--- src/design/rabs_pkg.sv ---
`timescale 1ns / 1ps
// Shared types and constants for the running-average background subtraction unit.
// No dependencies; imported by rabs_update and the top level.
package rabs_pkg;

  // One BGR pixel, packed as it sits in the background store: red 23:16, green 15:8, blue 7:0.
  typedef struct packed {
    logic [7:0] red;
    logic [7:0] green;
    logic [7:0] blue;
  } pix_t;

  // Item kinds.
  localparam logic KIND_LOAD    = 1'b0;
  localparam logic KIND_SEGMENT = 1'b1;

  // Configuration register indexes.
  localparam int unsigned CFG_IDX_W = 3;
  localparam logic [CFG_IDX_W-1:0] REG_THRESHOLD  = 3'd0;
  localparam logic [CFG_IDX_W-1:0] REG_ALPHA      = 3'd1;
  localparam logic [CFG_IDX_W-1:0] REG_CORNER_A_X = 3'd2;
  localparam logic [CFG_IDX_W-1:0] REG_CORNER_A_Y = 3'd3;
  localparam logic [CFG_IDX_W-1:0] REG_CORNER_B_X = 3'd4;
  localparam logic [CFG_IDX_W-1:0] REG_CORNER_B_Y = 3'd5;
  localparam int unsigned CFG_DATA_W = 16;

  // Register reset values.
  localparam logic signed [8:0] THRESHOLD_RST = 9'sd20;
  localparam logic [15:0]       ALPHA_RST     = 16'd2185;
  localparam logic [9:0]        CORNER_A_X_RST = 10'd0;
  localparam logic [8:0]        CORNER_A_Y_RST = 9'd0;
  localparam logic [9:0]        CORNER_B_X_RST = 10'd640;
  localparam logic [8:0]        CORNER_B_Y_RST = 9'd480;

  // Q8 luminance weights; they sum to 256.
  localparam logic signed [17:0] WEIGHT_R = 18'sd77;
  localparam logic signed [17:0] WEIGHT_G = 18'sd150;
  localparam logic signed [17:0] WEIGHT_B = 18'sd29;

endpackage

--- src/design/rabs_update.sv ---
`timescale 1ns / 1ps
// Per-pixel decision and background blend for one segment transaction.
// Depends on rabs_pkg for the pixel type and the luminance weights.
module rabs_update import rabs_pkg::*; (
  input  pix_t              pixel_i,
  input  pix_t              backgr_i,
  input  logic signed [8:0] threshold_i,
  input  logic [15:0]       alpha_i,
  output logic              foreground_o,
  output pix_t              blended_o
);

  // floor((alpha*p + (65536-alpha)*b) / 65536), rewritten as b + alpha*(p-b)/65536.
  function automatic logic [7:0] blend_channel(input logic [7:0] p, input logic [7:0] b,
                                               input logic [15:0] alpha);
    logic signed [8:0]  diff;
    logic signed [25:0] prod;
    logic signed [25:0] acc;
    diff = $signed({1'b0, p}) - $signed({1'b0, b});
    prod = $signed({10'b0, alpha}) * 26'(diff);
    acc  = $signed({2'b0, b, 16'b0}) + prod;
    return acc[23:16];
  endfunction

  logic signed [8:0]  diff_r, diff_g, diff_b;
  logic signed [17:0] luma_diff;
  logic signed [17:0] thr_scaled;

  always_comb begin
    diff_r     = $signed({1'b0, pixel_i.red})   - $signed({1'b0, backgr_i.red});
    diff_g     = $signed({1'b0, pixel_i.green}) - $signed({1'b0, backgr_i.green});
    diff_b     = $signed({1'b0, pixel_i.blue})  - $signed({1'b0, backgr_i.blue});
    luma_diff  = WEIGHT_R * 18'(diff_r) + WEIGHT_G * 18'(diff_g) + WEIGHT_B * 18'(diff_b);
    thr_scaled = $signed({threshold_i[8], threshold_i, 8'b0});
    // Signed comparison: a large negative difference still counts as background.
    foreground_o = !(luma_diff < thr_scaled);
    blended_o.red   = blend_channel(pixel_i.red,   backgr_i.red,   alpha_i);
    blended_o.green = blend_channel(pixel_i.green, backgr_i.green, alpha_i);
    blended_o.blue  = blend_channel(pixel_i.blue,  backgr_i.blue,  alpha_i);
  end

endmodule

--- config.mk ---
export PLATFORM = sky130hd
export DESIGN_NAME = rabs_update
export DESIGN_NICKNAME = d
export VERILOG_FILES = /design/src/design/rabs_pkg.sv /design/src/design/rabs_update.sv
export SDC_FILE = /design/constraint.sdc
export NUM_CORES = 1
export LEC_CHECK = 0
export BUFFER_PORTS_ARGS = -buffer_cell sky130_fd_sc_hd__buf_2
export CORE_ASPECT_RATIO = 0.9
export CORE_MARGIN = 2
export CORE_UTILIZATION = 40
export DETAILED_ROUTE_END_ITERATION = 8
export GPL_ROUTABILITY_DRIVEN = 0
export GPL_TIMING_DRIVEN = 0
export MAX_ROUTING_LAYER = met4
export PLACE_DENSITY = 0.56
export SLEW_MARGIN = 10
export SYNTH_ARGS = -nofsm -noshare
export SYNTH_HDL_FRONTEND = slang
export SYNTH_SLANG_ARGS = --single-unit
--- constraint.sdc ---
create_clock -name vclk -period 25.5
set_input_delay 0 -clock vclk [all_inputs]
set_output_delay 0 -clock vclk [all_outputs]
set_load 0.01 [all_outputs]
==> qor.yml, run 1 <==
timing:
  fin_crit_ps: 11520
  finalCritPeriodShare_pct: 45.2
  final_hold_viol_count: 0
  fin_ws_ps: 13980
  slew_headroom_pct: 17.5
  maxSlewViolCount: 0
  tns_ps: 0
  worst_pin_slew_ps: 1230
  rsz0062_at_grt: "false"
  max_freq_mhz: 86.8
  final-setup-viol-count: 0
placed_design:
  dp_hpwl_um: 43200
  placed_area_mm2: 0.0210
  portBuffers: 97
  dp_slack_ps: 14020
cts:
  ctsHoldBuffers: 0
  post_cts_resized: 0
  post_cts_buffers: 0
worst_setup_path:
  crit_fanout: 13
  max_stage_delay_ps: 830
  critPathArrivalTime_ps: 11520
  crit_path_top_delay_cell: "clkbuf_1"
  end_kind: "primary output"
  start_kind: "input pin"
  critPathKind: "input pin to primary output"
  worstPathRequired_ps: 25500
  cp_common_cell: "inv_1"
global_routing:
  gr-usage-all-layers_pct: 21.9
  grt_pass1_wl_um: 85000
  grt_pass1_vias: 15600
  overflow: 0
  grt_max_degree: 19
  antenna_found_initial: 1
floorplanning:
  rows: 77
  die_y_um: 214
  die-area_mm2: 0.0510
  initial_core_util_pct: 40.3
  core_area_mm2: 0.0488
  io_pins: 98
  fp.dieW_um: 238
job:
  maxCapViolCount: 0
finish:
  final_area_mm2: 0.0210
  numSequentialCells: 0
  drive_gt1_share_pct: 7.12
  syn_to_final_growth_pct: 6.53
  clkbuf_count: 0
  nNetsFinal: 3142
  seq_area_um2: 0
logic_synthesis:
  yosysWarnings: 0
  synth_area_per_cell_um2: 8.70
  syn-num-nets: 3043
  ys_seq_area_share_pct: 0
  syn_area_mm2: 0.0197
  yosysUniqueCellTypes: 62
  postSynthCellCount: 2262
drt:
  vias_per_cell: 4.94
  drtIter0Drc: 797
  wl_um: 51500
  drc_errors: 0
  highest_layer: "met4"
  wl_met2_um: 22800
  post_drt_wl_per_cell_um: 17.2
  final_antenna_net_count: 0
  route.vias.total: 14800
  met1Wirelength_um: 24300
  firstDrtPassIters: 5
  wl_met3_um: 3140
worst_hold_path:
  hp-class: "input pin to primary output"
outcome:
  status: "finished clean"
==> metrics by stage <==
step	hold WS [ps]	instances	utilization, %
2_1_floorplan	280	2262	-
5_1_grt	612	2991	42.9
3_5_place_dp	576	2991	42.9
3_3_place_gp	567	2991	42.9
6_report	568	2994	42.9
4_1_cts	576	2991	42.9
==> cell families after synthesis <==
group / synth area share [%]
adder cells (fa/ha/maj): 60.4
XOR/XNOR: 3.92
multiplexers: 2.68
AND/OR/NAND/NOR: 15.9
buffers and inverters: 12.7
AO/OA/AOI/OAI: 4.48
==> final timing paths <==
| check | from | endpoint | slack, ps | cells after the start |
|---|---|---|---|---|
| worst max-delay path | backgr_i[9] | foreground_o | 13980 | 48 |
| worst min-delay path | threshold_i[8] | foreground_o | 570 | 5 |
==> layout by cell type (no fill, tap or decap), types with 25 or more instances in the layout <==
master    synthesis  final
buf_2             2     99
a21oi_1          31     31
mux2_2           38     38
xnor2_1          59     59
nor2_1           63     63
and2_1          135    135
clkbuf_1         81     80
ha_1            305    305
o21ai_0          25     25
inv_1           575    575
fa_1            403    403
xor2_1           29     29
nand2b_1         76     76
nand2_1         264    264
==> Yosys cell counts, types with 3 or more instances <==
cell / n / area share [%]
mux2_2: 38 / 2.2
fa_1: 403 / 41
nor4_1: 3 / 0.095
a211oi_1: 7 / 0.27
a21oi_1: 31 / 0.79
nand2b_1: 76 / 2.4
and3_1: 6 / 0.19
or3_1: 3 / 0.095
a21o_1: 17 / 0.65
o21ai_0: 25 / 0.64
and2_1: 135 / 4.3
xor2_1: 29 / 1.3
mux2i_1: 10 / 0.51
ha_1: 305 / 19
nand4_1: 4 / 0.13
nor2_1: 63 / 1.2
a31oi_1: 3 / 0.095
clkbuf_1: 81 / 1.5
o21a_1: 12 / 0.46
o21ai_1: 3 / 0.076
o211ai_1: 3 / 0.11
a21oi_2: 3 / 0.13
nor3_1: 17 / 0.43
or2_2: 17 / 0.54
a21boi_0: 4 / 0.15
nor2b_1: 14 / 0.44
inv_1: 575 / 11
nand2_1: 264 / 5.0
xnor2_1: 59 / 2.6
nand3_1: 8 / 0.20
==> area by class of cell <==
cell class                 count  area, um^2
timing repair buffer          97         485
inverter                     575        2160
tap                          632         791
multi-input combinational   1600       17200
antenna                        3        7.51
fill                        4904       27900
buffer                        87         338
==> routing by layer <==
layer	vias to the layer above	track usage, %
met3	56	2.05
met4	0	4.55
met1	7398	31.4
li1	6949	-
met2	386	33.6
met5	-	-
==> worst max-delay path, delay by kind of cell <==
family / cells / cell delay, ps
AO/OA/AOI/OAI: 12 / 2330
XOR/XNOR: 3 / 890
adder cells (fa/ha/maj): 13 / 5030
buffers and inverters: 12 / 1560
AND/OR/NAND/NOR: 8 / 1690
==> run 2: changes to the inputs <==
- PLACE_DENSITY: 0.56 -> 0.58
- clock period: 25.5 -> 9.2 ns (I/O delays scaled with it)
==> qor.yml, run 2 (synthesized netlist as in run 1, its figures left out) <==
floorplanning:
  io_pins: 98
  initial_core_util_pct: 40.3
  die-area_mm2: 0.0510
  core_area_mm2: 0.0488
  rows: 77
  fp.dieW_um: 238
  die_y_um: 214
worst_setup_path:
  max_stage_delay_ps: 510
  crit_fanout: 4
  start_kind: "input pin"
  cp_common_cell: "fa_1"
  critPathKind: "input pin to primary output"
  crit_path_top_delay_cell: "fa_1"
  critPathLaunch: "backgr_i[9]"
  end_kind: "primary output"
  worstPathRequired_ps: 9200
  critPathArrivalTime_ps: 9630
finish:
  syn_to_final_growth_pct: 9.83
  nNetsFinal: 3168
  final_common_cell: "inv_1"
  final_cell_mix: "inv_1 (565), fa_1 (401), ha_1 (297)"
  seq_area_um2: 0
  drive_gt1_share_pct: 10.4
  finalCoreUtilization_pct: 44.3
  clkbuf_count: 0
  numSequentialCells: 0
global_routing:
  grt_pass1_wl_um: 85700
  overflow: 0
  gr-usage-all-layers_pct: 22.0
  antenna_found_initial: 1
  grt_pass1_vias: 15800
  grt_max_degree: 19
drt:
  drc_errors: 0
  drtIter0Drc: 879
  final_antenna_net_count: 0
  post_drt_wl_per_cell_um: 17.4
  wl_um: 52500
  vias_per_cell: 4.92
  route.vias.total: 14800
  firstDrtPassIters: 5
timing:
  final_hold_viol_count: 0
  maxSlewViolCount: 0
  fin_crit_ps: 9630
  finalCritPeriodShare_pct: 105
  slew_headroom_pct: 23.5
  rsz0062_at_grt: "true"
  max_freq_mhz: 104
  worst_pin_slew_ps: 1140
  fin_ws_ps: -429
  final-setup-viol-count: 1
outcome:
  violations: "setup timing"
  status: "finished, violations left"
worst_hold_path:
  hold_depth: 5
  worstHoldStart: "alpha_i[15]"
  hp-class: "input pin to primary output"
cts:
  ctsHoldBuffers: 0
placed_design:
  portBuffers: 97
  dp_hpwl_um: 43400
job:
  maxCapViolCount: 0
run 2: area by class of cell:
cell class	count	area, um^2
inverters	575	2170
plain buffers	87	458
fillers	4776	27200
diodes	1	2.50
repair buffers	123	702
well taps	632	791
multi-input cells	1600	17500
run 2: final timing paths:
check / endpoint / slack, ps
setup / recovery: foreground_o / -430
hold / removal: blended_o[7] / 600
run 2: metrics by stage:
step / cell area, um^2 / cells / TNS, ps / hold WS (ps) / setup WS [ps]
after floorplan: 19800 / 2262 / -14.6 / 280 / -14.6
after global placement: 21100 / 2991 / -1700 / 580 / -1700
after detailed placement: 21100 / 2991 / -1740 / 583 / -1740
after CTS: 21600 / 3017 / -422 / 596 / -422
after global routing: 21600 / 3017 / -790 / 649 / -790
final: 21600 / 3018 / -429 / 595 / -429
run 2: worst max-delay path: cells and delay by family:
family	cells	cell delay (ps)
buffers and inverters	12	800
and+or+nand+nor	7	1400
xor gates and xnor gates	3	400
AOI/OAI and AO/OA	13	2080
adders and majority gates	13	4940
run 2: metal layers:
layer  wire [um]  track usage (%)
met1       24800             31.5
met2       24000             34.9
met3        2900             1.89
met4         788             2.94
met5           0                -
run 2: repair_timing:
action,4_1_cts,5_1_grt
setup buffers,26,0
gates resized for setup,55,11
pin swaps,41,6
endpoints found under the setup margin,1,1
==> run 3: changes to the inputs <==
- PLACE_DENSITY: 0.58 -> 0.56
- SKIP_LAST_GASP: not set -> 1
- SLEW_MARGIN: 10 -> 20
- clock period: 9.2 -> 11.4 ns (I/O delays scaled with it)
==> qor.yml, run 3 (synthesized netlist as in run 1, its figures left out) <==
outcome:
  status: "finished clean"
finish:
  insertedDiodeCount: 0
  nNetsFinal: 3147
  final_cell_mix: "inv_1 (575), fa_1 (403), ha_1 (305)"
  numSequentialCells: 0
  seq_area_um2: 0
  finalCoreUtilization_pct: 43.2
  syn_to_final_growth_pct: 7.13
  final_common_cell: "inv_1"
  fillCellCount: 4861
  drive_gt1_share_pct: 7.91
  clkbuf_count: 0
worst_setup_path:
  critPathKind: "input pin to primary output"
  max_stage_delay_ps: 540
  crit_fanout: 13
  crit_path_top_delay_cell: "or4_4"
  critPathArrivalTime_ps: 10790
  start_kind: "input pin"
  worstPathRequired_ps: 11400
  cp_common_cell: "inv_1"
  end_kind: "primary output"
floorplanning:
  die-area_mm2: 0.0510
  core_area_mm2: 0.0488
  die_y_um: 214
  initial_core_util_pct: 40.3
  fp.dieW_um: 238
  rows: 77
  io_pins: 98
worst_hold_path:
  worstHoldEndpoint: "foreground_o"
  hold_depth: 5
  hp-class: "input pin to primary output"
  worstHoldStart: "threshold_i[8]"
drt:
  post_drt_wl_per_cell_um: 17.2
  route.vias.total: 14700
  vias_per_cell: 4.92
  firstDrtPassIters: 5
  drtIter0Drc: 769
  drc_errors: 0
  wl_um: 51700
  final_antenna_net_count: 0
timing:
  finalCritPeriodShare_pct: 94.6
  final-setup-viol-count: 0
  maxSlewViolCount: 0
  worst_pin_slew_ps: 1140
  final_hold_viol_count: 0
  fin_crit_ps: 10790
  rsz0062_at_grt: "false"
  max_freq_mhz: 92.7
  slew_headroom_pct: 23.9
global_routing:
  gr-usage-all-layers_pct: 21.9
  antenna_found_initial: 2
  grt_max_degree: 19
  grt_pass1_vias: 15600
  overflow: 0
  grt_pass1_wl_um: 85200
cts:
  ctsHoldBuffers: 0
placed_design:
  dp_hpwl_um: 43300
  portBuffers: 97
job:
  maxCapViolCount: 0
run 3: critical path: cells and delay by family:
kind                     cells  cell delay [ps]
adder cells (fa/ha/maj)     14             5250
AO/OA/AOI/OAI               11             2160
AND/OR/NAND/NOR              6             1450
buffers and inverters       13             1180
XOR/XNOR                     3              720
run 3: what timing repair did:
action                     4_1_cts  5_1_grt
setup endpoints to repair        1        1
setup buffers                    0        5
resized for setup                4       24
pin swaps                        0        2
gates cloned                     0        0
run 3: worst max-delay path by stage:
stage	depth (start not counted)	end	start	slack (ps)
2_1_floorplan	46	foreground_o	backgr_i[9]	1500
3_3_place_gp	48	foreground_o	backgr_i[9]	140
3_5_place_dp	48	foreground_o	backgr_i[9]	-80
4_1_cts	45	foreground_o	pixel_i[8]	60
5_1_grt	48	foreground_o	backgr_i[9]	60
6_report	47	foreground_o	pixel_i[8]	610
run 3: per-layer routing:
layer	track usage [%]	wire length, um	part of all wire [%]	vias to the layer above
met2	34.1	22900	44	388
met1	31.5	24400	47	7336
met4	3.58	1220	2.4	0
met5	-	0	0	-
met3	2.15	3100	6.0	50
li1	-	-	-	6953
run 3: cell type report:
class                      count  area [um^2]  area share (%)
buffer                        87          353            1.67
inverter                     575         2160            10.2
multi-input combinational   1600        17300            81.9
tap                          632          791            3.75
timing repair buffer         102          523            2.48
run 3: per-stage QoR:
step | cell area, um^2 | setup TNS, ps | worst slack, ps | hold WS, ps | instances
floorplan | 19700 | 0 | 1500 | 280 | 2262
global placement | 21000 | 0 | 137 | 567 | 2991
detailed placement | 21000 | -83.3 | -83.3 | 577 | 2991
CTS | 21000 | 0 | 61.4 | 576 | 2991
global route | 21100 | 0 | 59.9 | 603 | 2996
finish | 21100 | 0 | 613 | 567 | 2996
Power of run 3 is not shown: default switching activity piles up to over one toggle a cycle in this logic, so the estimate is an artifact.
